**config.mk**
```make
export PLATFORM = sky130hd
export DESIGN_NAME = rgb_to_hsv_convert
export DESIGN_NICKNAME = d
export VERILOG_FILES = /design/src/design/rgb2hsv_pkg.sv /design/src/design/rgb_to_hsv_convert.sv /design/src/design/rgb2hsv_front.sv /design/src/design/rgb2hsv_div.sv /design/src/design/rgb2hsv_back.sv
export SDC_FILE = /design/constraint.sdc
export NUM_CORES = 1
export LEC_CHECK = 0
export BUFFER_PORTS_ARGS = -buffer_cell sky130_fd_sc_hd__buf_4
export CAP_MARGIN = 40
export CORE_UTILIZATION = 29
export CTS_BUF_LIST = sky130_fd_sc_hd__clkbuf_16
export DETAILED_ROUTE_END_ITERATION = 10
export GPL_ROUTABILITY_DRIVEN = 1
export PLACE_DENSITY = 0.41
export SKIP_LAST_GASP = 1
export SLEW_MARGIN = 0
export SYNTH_ARGS = -nofsm -noshare
export SYNTH_HDL_FRONTEND = slang
export SYNTH_SLANG_ARGS = --single-unit
```
**constraint.sdc**
```tcl
create_clock -name i_clk -period 5 [get_ports i_clk]
set_clock_uncertainty 0.2 [all_clocks]
set_input_delay 0.5 -clock i_clk [delete_from_list [all_inputs] [get_ports i_clk]]
set_output_delay 0.5 -clock i_clk [all_outputs]
set_load 0.01 [all_outputs]
```
**src/design/rgb2hsv_pkg.sv**
```systemverilog
`timescale 1ns / 1ps
`default_nettype none
// ----------------------------------------------------------------------------
// rgb2hsv_pkg: shared types and constants for the RGB to HSV converter
// Holds the hue sector encoding, the control word that follows a pixel down
// the divider, and the fixed hue scale in sixteenths of a degree.
// ----------------------------------------------------------------------------
package rgb2hsv_pkg;

    localparam int HUE_W        = 13;
    localparam int HUE_QUO_BITS = 10;

    localparam logic [HUE_W-1:0] HUE_SECTOR     = 13'd960;
    localparam logic [HUE_W-1:0] HUE_GREEN_BASE = 13'd1920;
    localparam logic [HUE_W-1:0] HUE_BLUE_BASE  = 13'd3840;
    localparam logic [HUE_W-1:0] HUE_TURN       = 13'd5760;

    typedef enum logic [1:0] {
        SEC_RED   = 2'd0,
        SEC_GREEN = 2'd1,
        SEC_BLUE  = 2'd2
    } t_sector;

    typedef struct packed {
        t_sector sector;
        logic    neg;
        logic    undef;
    } t_hue_ctl;

endpackage
`default_nettype wire

```
**src/design/rgb_to_hsv_convert.sv**
```systemverilog
`timescale 1ns / 1ps
`default_nettype none
// o_strobe rises after the front stages, the divider stages and the output register;
// the restoring dividers take one quotient bit per stage.
// Throughput: one pixel per clock; busy is always low and the receiver cannot stall.
// Reset: synchronous, active low, clears the valid bits of every stage; data is not reset.
// ----------------------------------------------------------------------------
// rgb_to_hsv_convert: pipelined RGB to HSV pixel converter
// Value is the largest component, saturation is delta*FULL/max and hue is
// given in sixteenths of a degree, zero and flagged when it has no meaning.
// ----------------------------------------------------------------------------
module rgb_to_hsv_convert #(
    parameter int COLOR_BITS = 8
) (
    input  wire logic                          i_clk,
    input  wire logic                          i_rst_n,
    input  wire logic                          start,
    output logic                               busy,
    input  wire logic [COLOR_BITS-1:0]         i_red_in,
    input  wire logic [COLOR_BITS-1:0]         i_green_in,
    input  wire logic [COLOR_BITS-1:0]         i_blue_in,
    output logic                               o_strobe,
    output logic [rgb2hsv_pkg::HUE_W-1:0]      o_hue_out,
    output logic [COLOR_BITS-1:0]              o_sat_out,
    output logic [COLOR_BITS-1:0]              o_val_out,
    output logic                               o_hue_undefined
);

    localparam int QW  = (COLOR_BITS > rgb2hsv_pkg::HUE_QUO_BITS) ?
                         COLOR_BITS : rgb2hsv_pkg::HUE_QUO_BITS;
    localparam int CW  = $bits(rgb2hsv_pkg::t_hue_ctl);
    localparam int LAT = QW + 3;

    logic                      f_valid;
    logic [2*COLOR_BITS-1:0]   f_sat_num;
    logic [COLOR_BITS-1:0]     f_sat_den;
    logic [COLOR_BITS+9:0]     f_hue_num;
    logic [COLOR_BITS-1:0]     f_hue_den;
    rgb2hsv_pkg::t_hue_ctl     f_ctl;

    logic [QW-1:0]             s_quo;
    logic [COLOR_BITS-1:0]     s_val;
    logic                      h_valid;
    logic [QW-1:0]             h_quo;
    logic                      h_rem_nz;
    logic [CW-1:0]             h_side;

    assign busy = 1'b0;

    rgb2hsv_front #(
        .COLOR_BITS (COLOR_BITS)
    ) u_front (
        .i_clk     (i_clk),
        .i_rst_n   (i_rst_n),
        .i_valid   (start),
        .i_red     (i_red_in),
        .i_green   (i_green_in),
        .i_blue    (i_blue_in),
        .o_valid   (f_valid),
        .o_sat_num (f_sat_num),
        .o_sat_den (f_sat_den),
        .o_hue_num (f_hue_num),
        .o_hue_den (f_hue_den),
        .o_ctl     (f_ctl)
    );

    rgb2hsv_div #(
        .NW (2 * COLOR_BITS),
        .DW (COLOR_BITS),
        .QW (QW),
        .SW (COLOR_BITS)
    ) u_sat_div (
        .i_clk    (i_clk),
        .i_rst_n  (i_rst_n),
        .i_valid  (f_valid),
        .i_num    (f_sat_num),
        .i_den    (f_sat_den),
        .i_side   (f_sat_den),
        .o_valid  (),
        .o_quo    (s_quo),
        .o_rem_nz (),
        .o_side   (s_val)
    );

    rgb2hsv_div #(
        .NW (COLOR_BITS + 10),
        .DW (COLOR_BITS),
        .QW (QW),
        .SW (CW)
    ) u_hue_div (
        .i_clk    (i_clk),
        .i_rst_n  (i_rst_n),
        .i_valid  (f_valid),
        .i_num    (f_hue_num),
        .i_den    (f_hue_den),
        .i_side   (f_ctl),
        .o_valid  (h_valid),
        .o_quo    (h_quo),
        .o_rem_nz (h_rem_nz),
        .o_side   (h_side)
    );

    rgb2hsv_back #(
        .COLOR_BITS (COLOR_BITS),
        .QW         (QW)
    ) u_back (
        .i_clk        (i_clk),
        .i_rst_n      (i_rst_n),
        .i_valid      (h_valid),
        .i_hue_quo    (h_quo),
        .i_hue_rem_nz (h_rem_nz),
        .i_ctl        (rgb2hsv_pkg::t_hue_ctl'(h_side)),
        .i_sat_quo    (s_quo),
        .i_val        (s_val),
        .o_strobe     (o_strobe),
        .o_hue        (o_hue_out),
        .o_sat        (o_sat_out),
        .o_val        (o_val_out),
        .o_undef      (o_hue_undefined)
    );

`ifndef SYNTHESIS
    a_latency: assert property (@(posedge i_clk) disable iff (!i_rst_n)
        start |-> ##LAT o_strobe)
        else $error("pixel word did not arrive at the fixed latency");

    a_hue_range: assert property (@(posedge i_clk) disable iff (!i_rst_n)
        o_strobe |-> (o_hue_out < rgb2hsv_pkg::HUE_TURN))
        else $error("hue word outside one turn");

    a_undef_zero: assert property (@(posedge i_clk) disable iff (!i_rst_n)
        (o_strobe && o_hue_undefined) |-> (o_hue_out == '0 && o_sat_out == '0))
        else $error("undefined hue word carries nonzero hue or saturation");

    a_defined_val: assert property (@(posedge i_clk) disable iff (!i_rst_n)
        (o_strobe && !o_hue_undefined) |-> (o_val_out != '0 && o_sat_out != '0))
        else $error("defined hue word with zero value or saturation");
`endif

endmodule
`default_nettype wire

```
**src/design/rgb2hsv_front.sv**
```systemverilog
`timescale 1ns / 1ps
`default_nettype none
// ----------------------------------------------------------------------------
// rgb2hsv_front: extremes, sector and divider operands
// The first stage finds the largest and smallest components and the sector.
// The second stage forms delta, the signed hue difference and both dividends.
// ----------------------------------------------------------------------------
module rgb2hsv_front #(
    parameter int COLOR_BITS = 8
) (
    input  wire logic                      i_clk,
    input  wire logic                      i_rst_n,
    input  wire logic                      i_valid,
    input  wire logic [COLOR_BITS-1:0]     i_red,
    input  wire logic [COLOR_BITS-1:0]     i_green,
    input  wire logic [COLOR_BITS-1:0]     i_blue,
    output logic                           o_valid,
    output logic [2*COLOR_BITS-1:0]        o_sat_num,
    output logic [COLOR_BITS-1:0]          o_sat_den,
    output logic [COLOR_BITS+9:0]          o_hue_num,
    output logic [COLOR_BITS-1:0]          o_hue_den,
    output rgb2hsv_pkg::t_hue_ctl          o_ctl
);

    localparam int SNW = 2 * COLOR_BITS;
    localparam int HNW = COLOR_BITS + 10;

    logic                      r_a_valid;
    logic [COLOR_BITS-1:0]     r_mx;
    logic [COLOR_BITS-1:0]     r_mn;
    logic [COLOR_BITS-1:0]     r_p;
    logic [COLOR_BITS-1:0]     r_q;
    rgb2hsv_pkg::t_sector      r_sec;

    rgb2hsv_pkg::t_sector      n_sec;
    logic [COLOR_BITS-1:0]     n_mx;
    logic [COLOR_BITS-1:0]     n_mn;
    logic [COLOR_BITS-1:0]     n_p;
    logic [COLOR_BITS-1:0]     n_q;

    logic                      r_valid;
    logic [SNW-1:0]            r_sat_num;
    logic [COLOR_BITS-1:0]     r_sat_den;
    logic [HNW-1:0]            r_hue_num;
    logic [COLOR_BITS-1:0]     r_hue_den;
    rgb2hsv_pkg::t_hue_ctl     r_ctl;

    logic [COLOR_BITS-1:0]     delta;
    logic                      neg;
    logic [COLOR_BITS-1:0]     mag;

    always_comb begin
        if (i_red >= i_green && i_red >= i_blue) begin
            n_sec = rgb2hsv_pkg::SEC_RED;
            n_mx  = i_red;
            n_p   = i_green;
            n_q   = i_blue;
        end else if (i_green >= i_blue) begin
            n_sec = rgb2hsv_pkg::SEC_GREEN;
            n_mx  = i_green;
            n_p   = i_blue;
            n_q   = i_red;
        end else begin
            n_sec = rgb2hsv_pkg::SEC_BLUE;
            n_mx  = i_blue;
            n_p   = i_red;
            n_q   = i_green;
        end
        n_mn = i_red;
        if (i_green < n_mn) begin
            n_mn = i_green;
        end
        if (i_blue < n_mn) begin
            n_mn = i_blue;
        end
    end

    always_ff @(posedge i_clk) begin
        if (!i_rst_n) begin
            r_a_valid <= 1'b0;
        end else begin
            r_a_valid <= i_valid;
        end
    end

    always_ff @(posedge i_clk) begin
        r_mx  <= n_mx;
        r_mn  <= n_mn;
        r_p   <= n_p;
        r_q   <= n_q;
        r_sec <= n_sec;
    end

    assign delta = r_mx - r_mn;
    assign neg   = (r_p < r_q);
    assign mag   = neg ? (r_q - r_p) : (r_p - r_q);

    always_ff @(posedge i_clk) begin
        if (!i_rst_n) begin
            r_valid <= 1'b0;
        end else begin
            r_valid <= r_a_valid;
        end
    end

    // The hue sector span of 960 is formed as 1024 minus 64.
    always_ff @(posedge i_clk) begin
        r_sat_num    <= (SNW'(delta) << COLOR_BITS) - SNW'(delta);
        r_sat_den    <= r_mx;
        r_hue_num    <= (HNW'(mag) << 10) - (HNW'(mag) << 6);
        r_hue_den    <= delta;
        r_ctl.sector <= r_sec;
        r_ctl.neg    <= neg;
        r_ctl.undef  <= (delta == '0);
    end

    assign o_valid   = r_valid;
    assign o_sat_num = r_sat_num;
    assign o_sat_den = r_sat_den;
    assign o_hue_num = r_hue_num;
    assign o_hue_den = r_hue_den;
    assign o_ctl     = r_ctl;

endmodule
`default_nettype wire

```
**src/design/rgb2hsv_div.sv**
```systemverilog
`timescale 1ns / 1ps
`default_nettype none
// ----------------------------------------------------------------------------
// rgb2hsv_div: pipelined restoring divider
// Produces one quotient bit per stage, most significant first, with the
// divisor and a sideband word carried alongside. The dividend must be
// smaller than the divisor shifted up by the quotient width.
// ----------------------------------------------------------------------------
module rgb2hsv_div #(
    parameter int NW = 16,
    parameter int DW = 8,
    parameter int QW = 10,
    parameter int SW = 8
) (
    input  wire logic          i_clk,
    input  wire logic          i_rst_n,
    input  wire logic          i_valid,
    input  wire logic [NW-1:0] i_num,
    input  wire logic [DW-1:0] i_den,
    input  wire logic [SW-1:0] i_side,
    output logic               o_valid,
    output logic [QW-1:0]      o_quo,
    output logic               o_rem_nz,
    output logic [SW-1:0]      o_side
);

    localparam int RW = DW + QW;

    logic [QW-1:0] r_valid;
    logic [RW-1:0] r_rem  [QW];
    logic [QW-1:0] r_quo  [QW];
    logic [SW-1:0] r_side [QW];
    logic [DW-1:0] r_den  [QW-1];

    for (genvar k = 0; k < QW; k++) begin : g_stage
        localparam int BIT = QW - 1 - k;

        logic          src_valid;
        logic [RW-1:0] src_rem;
        logic [QW-1:0] src_quo;
        logic [DW-1:0] src_den;
        logic [SW-1:0] src_side;
        logic [RW-1:0] shifted;
        logic [RW-1:0] n_rem;
        logic [QW-1:0] n_quo;

        if (k == 0) begin : g_first
            assign src_valid = i_valid;
            assign src_rem   = RW'(i_num);
            assign src_quo   = '0;
            assign src_den   = i_den;
            assign src_side  = i_side;
        end else begin : g_next
            assign src_valid = r_valid[k-1];
            assign src_rem   = r_rem[k-1];
            assign src_quo   = r_quo[k-1];
            assign src_den   = r_den[k-1];
            assign src_side  = r_side[k-1];
        end

        assign shifted = RW'(src_den) << BIT;

        always_comb begin
            n_rem = src_rem;
            n_quo = src_quo;
            if (src_rem >= shifted) begin
                n_rem      = src_rem - shifted;
                n_quo[BIT] = 1'b1;
            end
        end

        always_ff @(posedge i_clk) begin
            if (!i_rst_n) begin
                r_valid[k] <= 1'b0;
            end else begin
                r_valid[k] <= src_valid;
            end
        end

        always_ff @(posedge i_clk) begin
            r_rem[k]  <= n_rem;
            r_quo[k]  <= n_quo;
            r_side[k] <= src_side;
        end

        if (k < QW - 1) begin : g_den
            always_ff @(posedge i_clk) begin
                r_den[k] <= src_den;
            end
        end
    end

    assign o_valid  = r_valid[QW-1];
    assign o_quo    = r_quo[QW-1];
    assign o_rem_nz = |r_rem[QW-1];
    assign o_side   = r_side[QW-1];

endmodule
`default_nettype wire

```
**src/design/rgb2hsv_back.sv**
```systemverilog
`timescale 1ns / 1ps
`default_nettype none
// ----------------------------------------------------------------------------
// rgb2hsv_back: hue assembly and output register
// Adds the sector base to the hue quotient, floors negative differences, wraps
// the red sector into one turn and zeroes hue and saturation when undefined.
// ----------------------------------------------------------------------------
module rgb2hsv_back #(
    parameter int COLOR_BITS = 8,
    parameter int QW         = 10
) (
    input  wire logic                   i_clk,
    input  wire logic                   i_rst_n,
    input  wire logic                   i_valid,
    input  wire logic [QW-1:0]          i_hue_quo,
    input  wire logic                   i_hue_rem_nz,
    input  wire rgb2hsv_pkg::t_hue_ctl  i_ctl,
    input  wire logic [QW-1:0]          i_sat_quo,
    input  wire logic [COLOR_BITS-1:0]  i_val,
    output logic                        o_strobe,
    output logic [rgb2hsv_pkg::HUE_W-1:0] o_hue,
    output logic [COLOR_BITS-1:0]       o_sat,
    output logic [COLOR_BITS-1:0]       o_val,
    output logic                        o_undef
);

    localparam int HW = rgb2hsv_pkg::HUE_W;

    logic                  r_strobe;
    logic [HW-1:0]         r_hue;
    logic [COLOR_BITS-1:0] r_sat;
    logic [COLOR_BITS-1:0] r_val;
    logic                  r_undef;

    logic [HW-1:0] quo;
    logic [HW-1:0] base;
    logic [HW-1:0] n_hue;

    assign quo = HW'(i_hue_quo);

    always_comb begin
        case (i_ctl.sector)
            rgb2hsv_pkg::SEC_RED: begin
                base = i_ctl.neg ? rgb2hsv_pkg::HUE_TURN : '0;
            end
            rgb2hsv_pkg::SEC_GREEN: begin
                base = rgb2hsv_pkg::HUE_GREEN_BASE;
            end
            rgb2hsv_pkg::SEC_BLUE: begin
                base = rgb2hsv_pkg::HUE_BLUE_BASE;
            end
            default: begin
                base = '0;
            end
        endcase
        if (i_ctl.undef) begin
            n_hue = '0;
        end else if (i_ctl.neg) begin
            n_hue = base - quo - HW'(i_hue_rem_nz);
        end else begin
            n_hue = base + quo;
        end
    end

    always_ff @(posedge i_clk) begin
        if (!i_rst_n) begin
            r_strobe <= 1'b0;
        end else begin
            r_strobe <= i_valid;
        end
    end

    always_ff @(posedge i_clk) begin
        r_hue   <= n_hue;
        r_sat   <= i_ctl.undef ? '0 : COLOR_BITS'(i_sat_quo);
        r_val   <= i_val;
        r_undef <= i_ctl.undef;
    end

    assign o_strobe = r_strobe;
    assign o_hue    = r_hue;
    assign o_sat    = r_sat;
    assign o_val    = r_val;
    assign o_undef  = r_undef;

endmodule
`default_nettype wire

```
; ---- Word-level counts from Yosys, hierarchy flattened
; Memory sizes are Yosys's and may differ from the RTL's. A register that Yosys moved wholly into a read port is not among the register bits.
; Cells that the tools add are included.
[word_totals]
ff_bits = 115
latchBits = 0
mem_bits_rw = 824
mem_bits_ro = 0
inputBits = 27
output_inout_bits = 32
mem_count = 8
[op_classes]
addsub = 28
n_mul = 0
n_div = 0
magnitude_cmp = 26
n_eq_ne = 2
n_shift = 0
mux = 53
n_bitwise = 0
reduce_logical = 4
[memory_table]
columns = memory, depth, width, read_ports, rd_ports_with_merged_regs, write_ports, line_no
row1 = u_hue_div.r_rem, 10, 18, 10, 0, 10, rgb2hsv_div.sv:30  ; logic [RW-1:0] r_rem [QW];
row2 = u_sat_div.r_rem, 10, 18, 9, 0, 10, rgb2hsv_div.sv:30
row3 = u_hue_div.r_quo, 10, 10, 10, 0, 10, rgb2hsv_div.sv:31  ; logic [QW-1:0] r_quo [QW];
row4 = u_sat_div.r_quo, 10, 10, 10, 1, 10, rgb2hsv_div.sv:31
row5 = u_sat_div.r_side, 10, 8, 10, 1, 10, rgb2hsv_div.sv:32  ; logic [SW-1:0] r_side [QW];
row6 = u_hue_div.r_den, 9, 8, 9, 0, 9, rgb2hsv_div.sv:33  ; logic [DW-1:0] r_den [QW-1];
row7 = 2 more memories, n/a, n/a, n/a, n/a, n/a, n/a
[ops]
columns = op, n
row1 = 18-bit two-way mux, 20
row2 = 8-bit two-way mux, 9
row3 = 18-bit by 14-bit subtractor with 18-bit output, 3
row4 = 13-bit case mux with 3 select lines, 1
row5 = 18-bit by 10-bit >= comparator with 1-bit output, 2
row6 = 18-bit by 11-bit >= comparator with 1-bit output, 2
row7 = 18-bit by 12-bit >= comparator with 1-bit output, 2
row8 = 18-bit by 13-bit >= comparator with 1-bit output, 2
row9 = 18-bit by 14-bit >= comparator with 1-bit output, 2
row10 = 18-bit by 15-bit >= comparator with 1-bit output, 2
row11 = 18-bit by 16-bit >= comparator with 1-bit output, 2
row12 = 18-bit by 8-bit >= comparator with 1-bit output, 2
row13 = 18-bit by 9-bit >= comparator with 1-bit output, 2
row14 = 18-bit by 10-bit subtractor with 18-bit output, 2
row15 = 18-bit by 11-bit subtractor with 18-bit output, 2
row16 = 18-bit by 12-bit subtractor with 18-bit output, 2
row17 = 18-bit by 13-bit subtractor with 18-bit output, 2
row18 = 18-bit by 15-bit subtractor with 18-bit output, 2
row19 = 18-bit by 16-bit subtractor with 18-bit output, 2
row20 = 18-bit by 8-bit subtractor with 18-bit output, 2
row21 = 18-bit by 9-bit subtractor with 18-bit output, 2
row22 = 13-bit two-way mux, 2
row23 = 8-bit >= comparator, 3
row24 = 8-bit less-than comparator, 3
row25 = 17 further kinds, 38

; ---- Logic depth before layout (Yosys ltp)
; Gate-level depths: netlist (run 1).
; An unclocked memory read counts as a cell.
[depth]
depth_word = 6
mapped_depth = 17
ltp_nobuf = 17

; ---- Hierarchy
; Synthesis (run 1) repeated with hierarchy kept, for this count alone.
[unflattened]
cells_unflattened = 3229
hier_area_um2 = 33938.8
[modules_own_cells]
columns = mod, instances, cells_each, area_per_inst_um2
row1 = rgb2hsv_div (u_sat_div), 1, 1310, 14124.8
row2 = rgb2hsv_div (u_hue_div), 1, 1259, 13360.3
row3 = rgb2hsv_front, 1, 467, 4703.3
row4 = rgb2hsv_back, 1, 191, 1739.2
row5 = rgb_to_hsv_convert, 1, 2, 11.3

; ---- Worst setup path before layout (run 1)
; No wires, ideal clock.
[synth_timing]
path_kind = register to register
start = register u_front.r_q[5]
end = register u_front.r_hue_num[15], in the netlist u_front.o_hue_num[15]
setup_ns = 0.126
arrival_time_ns = 3.177
t_required_ns = 4.674
slack_ns = 1.498
stages_incl_launch_ff = 14
path_buffers = 0
synth_period_minus_slack_ns = 3.502
path_cell_list = dfxtp_1 -> inv_1 -> ha_1 -> a211oi_2 -> o21bai_4 -> nor2_2 -> mux2_4 -> a311oi_2 -> xor2_2 -> ha_1 -> nor2b_1 -> a21o_1 -> a21boi_1 -> xnor2_1
[synth_via]
elab_chain_cells = 3
word_cells_on_any_way = 5
classes_between = add/sub (3) / order compare (1) / mux (1)
[synth_rtl]
columns = element, line_no
row1 = start: declaration, rgb2hsv_front.sv:32  ; logic [COLOR_BITS-1:0] r_q;
row2 = start signal: assignment, rgb2hsv_front.sv:90  ; r_q <= n_q;
row3 = 8-bit less-than comparator, rgb2hsv_front.sv:95  ; assign neg = (r_p < r_q);
row4 = named net u_front.neg, rgb2hsv_front.sv:49  ; logic neg;
row5 = 8-bit two-way mux, rgb2hsv_front.sv:96  ; assign mag = neg ? (r_q - r_p) : (r_p - r_q);
row6 = 18-bit by 14-bit subtractor with 18-bit output, rgb2hsv_front.sv:110  ; r_hue_num <= (HNW'(mag) << 10) - (HNW'(mag) << 6);
row7 = end signal: assignment, rgb2hsv_front.sv:110
row8 = end: declaration, rgb2hsv_front.sv:44  ; logic [HNW-1:0] r_hue_num;
; The timed path passes the listed nets, and every way through them passes these cells.
; A chain may end at the register's enable or synchronous reset.

; ---- Worst setup path after layout (run 1)
[layout_timing]
start = input i_red_in[1]
end = register u_front.r_mx[1]
[layout_via]
elab_chain_cells = 3
word_cells_on_any_way = 4
classes_between = order compare (2) / mux (1) / reduce/logical (1)
[layout_rtl]
columns = element, line_no
row1 = start: declaration, rgb_to_hsv_convert.sv:19  ; input wire logic [COLOR_BITS-1:0] i_red_in,
row2 = 8-bit >= comparator, rgb2hsv_front.sv:53  ; if (i_red >= i_green && i_red >= i_blue) begin
row3 = 1-bit logical AND, rgb2hsv_front.sv:53
row4 = 8-bit two-way mux (*), rgb2hsv_front.sv:53
row5 = named net u_front.n_mx[1], rgb2hsv_front.sv:36  ; logic [COLOR_BITS-1:0] n_mx;
row6 = end signal: assignment, rgb2hsv_front.sv:87  ; r_mx <= n_mx;
row7 = end: declaration, rgb2hsv_front.sv:29  ; logic [COLOR_BITS-1:0] r_mx;
; Mark *: on every way through the listed nets, which the timed path passes. The rest lies on a longest branch.

==> results of run 1 <==
-- kinds of logic after synthesis --
group           count (synthesis)  synth area share
mux                           110            0.0400
buf+inv                       374            0.0496
flops                         701             0.491
fa+ha+maj                     266             0.122
simple gates                  745             0.132
other cells                     1          0.000131
xor+xnor                      175            0.0541
compound gates                492             0.111
-- cell usage in the layout (no fill, tap or decap), types with 23 or more instances in the layout --
master | Yosys | final
o31ai_1 | 37 | 37
xor2_1 | 75 | 75
nor2b_1 | 68 | 68
a21o_1 | 47 | 47
nand4_1 | 29 | 29
fa_1 | 23 | 23
dfxtp_1 | 701 | 701
buf_4 | 2 | 73
inv_1 | 338 | 356
clkbuf_16 | 0 | 83
ha_1 | 243 | 243
xnor2_1 | 98 | 98
a21boi_0 | 43 | 43
o21ai_0 | 164 | 164
nor3_1 | 46 | 45
nand3_1 | 28 | 28
nand2b_1 | 31 | 31
nor4_1 | 38 | 38
mux2_2 | 29 | 29
nand2_1 | 197 | 197
mux2i_1 | 79 | 79
a21oi_1 | 87 | 87
nor2_1 | 185 | 185
-- power groups by stage --
stage	Sequential [mW]	Combinational, mW	Clock, mW
finish	9.40	10.8	5.85
global route	9.70	12.4	6.37
CTS	9.45	11.0	6.12
detailed placement	9.56	10.9	0
global placement	9.53	10.7	0
floorplan	9.03	8.46	0
-- final cells by class --
type                       count  area share
clock buffer                  83      0.0619
clock inverter                67      0.0184
inverter                     339      0.0379
multi-input combinational   1789       0.393
sequential                   701       0.418
tap                         1276      0.0476
timing repair buffer          95      0.0236
-- critical path, delay by kind of cell --
family | cells | cell delay, ns
fa+ha+maj | 1 | 0.30
buf+inv | 6 | 1.72
simple gates | 2 | 0.31
mux | 1 | 0.19
compound gates | 5 | 1.43
-- per-layer routing --
metal,share of wire,up-vias,routed length (um),track usage
met4,0.035,0,2100,0.0551
met3,0.037,134,2240,0.0241
met1,0.42,8850,25100,0.130
met2,0.51,247,30700,0.231
li1,-,9969,-,-
met5,0,-,0,0
-- how the worst min path moves through the flow --
stage | start | to | slack [ns] | cells after the start
final | i_blue_in[7] | u_front.r_mx[7]$_DFF_P_ | 0.04 | 3
after CTS | i_blue_in[7] | u_front.r_mx[7]$_DFF_P_ | 0.004 | 3
after global placement | u_sat_div.r_quo[3][6]$_DFF_P_ | u_sat_div.r_quo[4][6]$_DFF_P_ | 0.11 | 0
after detailed placement | u_hue_div.r_quo[4][6]$_DFF_P_ | u_hue_div.r_quo[5][6]$_DFF_P_ | 0.11 | 0
after global routing | i_red_in[4] | u_front.r_mx[4]$_DFF_P_ | 0.04 | 3
after floorplan | u_sat_div.r_side[9][0]$_DFF_P_ | u_back.o_val[0]$_DFF_P_ | 0.11 | 0
-- sequential cells by signal, indices dropped and copies added, names as in the netlist, 12 cells and up --
signal / count
u_back.o_hue: 13
u_front.o_hue_num: 12
u_front.o_sat_num: 16
u_hue_div.r_den: 63
u_hue_div.r_quo: 55
u_hue_div.r_rem: 141
u_hue_div.r_side: 40
u_sat_div.r_quo: 36
u_sat_div.r_rem: 162
u_sat_div.r_side: 72
-- stage by stage --
step	worst slack [ns]	instance area (um^2)	hold WS, ns	utilization	std cells
floorplan	1.50	28600	0.110	-	2864
global placement	0.951	30600	0.110	0.315	4176
detailed placement	0.922	30700	0.112	0.316	4180
CTS	0.980	33600	0.00367	0.346	4350
global route	0.649	33600	0.0356	0.346	4350
finish	0.932	33600	0.0408	0.346	4350
-- cells in the mapped netlist (all sizes together) (30+ instances only) --
master | instances | share of area
nand2b | 31 | 0.0068
mux2 | 31 | 0.012
mux2i | 79 | 0.028
inv | 339 | 0.044
nor2b | 68 | 0.015
nand4 | 30 | 0.0068
xor2 | 77 | 0.024
o21ai | 170 | 0.030
dfxtp | 701 | 0.49
a21o | 47 | 0.012
xnor2 | 98 | 0.030
a21oi | 88 | 0.016
o31ai | 38 | 0.010
nand2 | 198 | 0.026
nor2 | 187 | 0.025
a21boi | 46 | 0.012
ha | 243 | 0.11
nor4 | 38 | 0.0083
nor3 | 47 | 0.0084
-- timing repair --
| action | CTS | global route |
|---|---|---|
| hold endpoints to repair | 30 | 0 |
| setup buffers | 0 | 0 |
| hold buffers | 20 | 0 |
==> impl_metrics.toml, run 1 <==
[final_layout]
antenna_cells = 0
num-nets-final = 3302
multiInputGateArea_um2 = 13200
final_layout_size_suffix_gt1_frac = 0.0865
area_growth_pct = 17.3
n_fill_cell = 9751
register_area_um2 = 14000

[worst_setup_path]
worstSetupPathType = "in2reg"
crit_slowest_cell = "a221o_1"
cp-end-kind = "flip-flop"
critical_path.reg2reg.endpoint = "u_front.o_hue_num[16]$_DFF_P_"
cp_max_fo = 12
critPathArrivalTime_ns = 4.45
r2r_setup_slack_ns = 1.02
cpPeakStageDelay_ns = 0.64
rr_worst_depth = 14
startpoint = "i_red_in[1]"
cp-start-kind = "input port"
endpoint = "u_front.r_mx[1]$_DFF_P_"
timing.rr.start = "u_front.r_q[6]$_DFF_P_"
crit_path_cell_trace = "dlygate4sd3_1, buf_4, inv_1, ha_1, nor2b_1, o21a_1, o21a_1, o21ai_1, nor2b_1, o21ai_2, a221o_1, buf_8, buf_4, mux2i_1, dlygate4sd3_1"
cp.required_ns = 5.39

[cts]
cts_sinks = 701
clockBufferDepth = 3
h-tree-depth = 3
cts_resized = 0
clkTransAtPathRegs_ns = 0.06
cts_root_buf = "clkbuf_16"
insertion_delay_ns = 0.64
cts_tree = "yes"
numCtsBuffers = 83

[global_route]
grt_max_degree = 27
grt_pass1_vias = 20300
track_usage = 0.122
grt_remaining_overflow = 0
grt_pass1_wl_mm = 99.5
antenna_found_initial = 1

[die]
core.rowCount = 114
ios = 59
die_h_um = 316
die_width_um = 316
core-area_um2 = 97100
dieArea_um2 = 99900
start_util = 0.295

[routing]
drc = 0
drt_wl_total_mm = 60.1
drt_iter0_drc = 572
drtAntennaViolNets = 0
vias = 19200
dr.pass1.iters = 4
wl_per_cell_um = 13.8
vias_per_cell = 4.41

[hold_path]
hp-class = "in2reg"

[yosys]
synth_seq_cells = 701
async_flop_share = 0
synth.distinct_cells = 92
yosys_warnings = 0
ys_seq_area_frac = 0.491
syn_avg_cell_area_um2 = 9.99
syn_area_um2 = 28600
syn_inst = 2864
synth-edff-count = 0
synth_ff_type = "dfxtp_1"
syn_nets = 3157

[placement]
portBuffers = 57
dp_hpwl_mm = 46.5
gp_congestion = 0.804

[pwr]
p_switching_mw = 9.63
max-vdd-ir-drop_mv = 0.252
power.share.sequential = 0.361
power_frac_clock = 0.224
p_leak_nw = 15.2
switching_share = 0.370
power.density_nw_per_um2 = 776
comb_power_share = 0.415
power_mw = 26.1
internal-power_mw = 16.4

[sta]
hold_viol_final = 0
rsz0062_at_grt = "false"
finalCritPeriodShare = 0.814
finalMaxSlewViolations = 0
final.setup.tns_ns = 0
slew_headroom = 0.389
finalSetupViolCount = 0
worst_pin_slew_ns = 0.915
period_needed_ns = 4.07
fmax_ghz = 0.246

[run_status]
status = "completed"

[job]
max_cap_violations = 0
(Power assumes the default switching activity.)
==> run 2, diff against run 1 <==
PLACE_DENSITY = 0.43   (was 0.41)
clock period = 3.6 ns   (was 5 ns; I/O delays follow)
==> run 2 against run 1 <==
Global-route usage shrank 0.51 points. Setup slack lost 0.81 ns. Largest cell class unchanged. First-iteration DRC count decreased by 4.4%. Sequential share of layout area decreased by 0.66 points. Critical path type unchanged. Final cell count increased by 1.2%. Total power rose by 40%. Die area did not move.
==> impl_metrics.toml, run 2 (synthesized netlist as in run 1, its figures left out) <==
[sta]
worst_pin_slew_ns = 0.786
period_needed_ns = 3.48
finalCritPeriodShare = 0.966
finalSetupViolCount = 0
rsz0062_at_grt = "true"
final.setup.tns_ns = 0
layout_setup_ws_ns = 0.122
hold_viol_final = 0
finalMaxSlewViolations = 0
slew_headroom = 0.471
fmax_ghz = 0.288

[cts]
insertion_delay_ns = 0.62
cts_root_buf = "clkbuf_16"
h-tree-depth = 3
clockBufferDepth = 3
numCtsBuffers = 80
clkTransAtPathRegs_ns = 0.05
cts_sinks = 701
cts_tree = "yes"

[global_route]
grt_remaining_overflow = 0
grt_max_degree = 27
grt_pass1_wl_mm = 96.3
track_usage = 0.117
antenna_found_initial = 1
grt_pass1_vias = 20100

[pwr]
p_leak_nw = 15.4
max-vdd-ir-drop_mv = 0.422
power_frac_clock = 0.223
comb_power_share = 0.421
switching_share = 0.365
internal-power_mw = 23.2
power.density_nw_per_um2 = 1070
p_switching_mw = 13.3
power.share.sequential = 0.356

[final_layout]
design_area_um2 = 34100
largest_reg_flops = 162
largest-register = "u_sat_div.r_rem"
area_growth_pct = 19.2
final_layout_size_suffix_gt1_frac = 0.101
num-nets-final = 3355
final_cell_mix = "dfxtp_1, inv_1, ha_1"
antenna_cells = 0
stdcell_count = 4401
final_common_cell = "dfxtp_1"
reg.largest.list = "u_sat_div.r_rem: 162 flops, u_hue_div.r_rem: 141 flops, u_sat_div.r_side: 72 flops"

[placement]
gp_congestion = 0.839
pre_cts_ws_ns = -0.338
placed_area_um2 = 31000
placed_cells = 4221
portBuffers = 57
dp_hpwl_mm = 45.4

[worst_setup_path]
cp.required_ns = 3.90
cp-start-kind = "input port"
worstSetupPathType = "in2reg"
timing.rr.start = "u_front.r_q[7]$_DFF_P_"
startpoint = "i_green_in[0]"
cp-end-kind = "flip-flop"
critPathArrivalTime_ns = 3.78
cp_max_fo = 26
r2r_setup_slack_ns = 0.16

[routing]
drt_iter0_drc = 547
wl_per_cell_um = 13.2
drt_wl_total_mm = 58.0
dr.pass1.iters = 4
drtAntennaViolNets = 0
vias_per_cell = 4.41
vias = 19400
drc = 0

[run_status]
status = "completed"

[die]
core.rowCount = 114
core-area_um2 = 97100
die_width_um = 316
start_util = 0.295
ios = 59
die_h_um = 316
dieArea_um2 = 99900

[job]
max_cap_violations = 0

[hold_path]
hold_start = "i_red_in[2]"
hp-class = "in2reg"
[run 2: cell count changes in the layout (fill, tap and decap cells not counted), moves of 3 or more]
cell           change
buf_4             +43
bufinv_16          +3
clkinv_1           +7
clkinv_2           +5
clkinv_4           -4
clkinvlp_4         -5
dlygate4sd3_1     +13
inv_1              -7
inv_6              -4
o21ai_0            -3
o21ai_1            +3
[run 2: worst max-delay path, stage by stage]
cell and delay [ns]:
buf_4 0.08, inv_1 0.05, dlygate4sd3_1 0.55, buf_4 0.14
ha_1 0.27, nand2b_1 0.14, a21o_1 0.17, a21o_1 0.17
a21oi_1 0.29, nor2b_1 0.08, o21ai_0 0.17, a211o_1 0.19
buf_12 0.22, mux2i_1 0.21, mux2i_1 0.10, dlygate4sd3_1 0.57
[run 2: metal layers]
layer	GRT usage	part of all wire	wire, um
met1	0.126	0.42	24600
met2	0.219	0.51	29500
met3	0.0211	0.030	1750
met4	0.0560	0.039	2270
met5	0	0	0
[run 2: stage by stage]
step | power [mW] | util | hold slack [ns]
3_5_place_dp | 28.5 | 0.319 | 0.112
6_report | 36.5 | 0.351 | 0.0686
4_1_cts | 37.0 | 0.350 | 0.0196
2_1_floorplan | 24.3 | - | 0.110
3_3_place_gp | 28.2 | 0.319 | 0.110
5_1_grt | 39.8 | 0.351 | 0.0459
[run 2: path summary, 6_finish.rpt]
kind                                   end  cells past startpoint
min                 u_front.r_q[2]$_DFF_P_                      4
max reg2reg  u_front.o_hue_num[16]$_DFF_P_                     15
max                u_front.r_mx[4]$_DFF_P_                     16
min reg2reg  u_hue_div.r_quo[7][5]$_DFF_P_                      0
[run 2: what timing repair did]
action                                  in CTS  in global routing
hold buffers                                33                  0
hold endpoints to repair                    42                  0
pin swaps                                    0                  3
endpoints found under the setup margin       2                 14
setup buffers                                0                  2
gates resized for setup                      3                 19
[run 2: cell type report]
type	instances	area (um^2)
flip-flops and latches	701	14000
inverters	339	1270
clock buffers	82	2050
multi-input cells	1789	13300
clock inverters	63	621
repair buffers	151	1240
fillers	9623	63000
well taps	1276	1600
[run 2: power groups by stage]
stage / clock (mW) / sequential [mW] / combinational [mW]
after CTS: 8.48 / 13.1 / 15.5
after floorplan: 0 / 12.5 / 11.7
after detailed placement: 0 / 13.2 / 15.3
after global routing: 8.78 / 13.4 / 17.5
after global placement: 0 / 13.2 / 15.0
final: 8.14 / 13.0 / 15.4
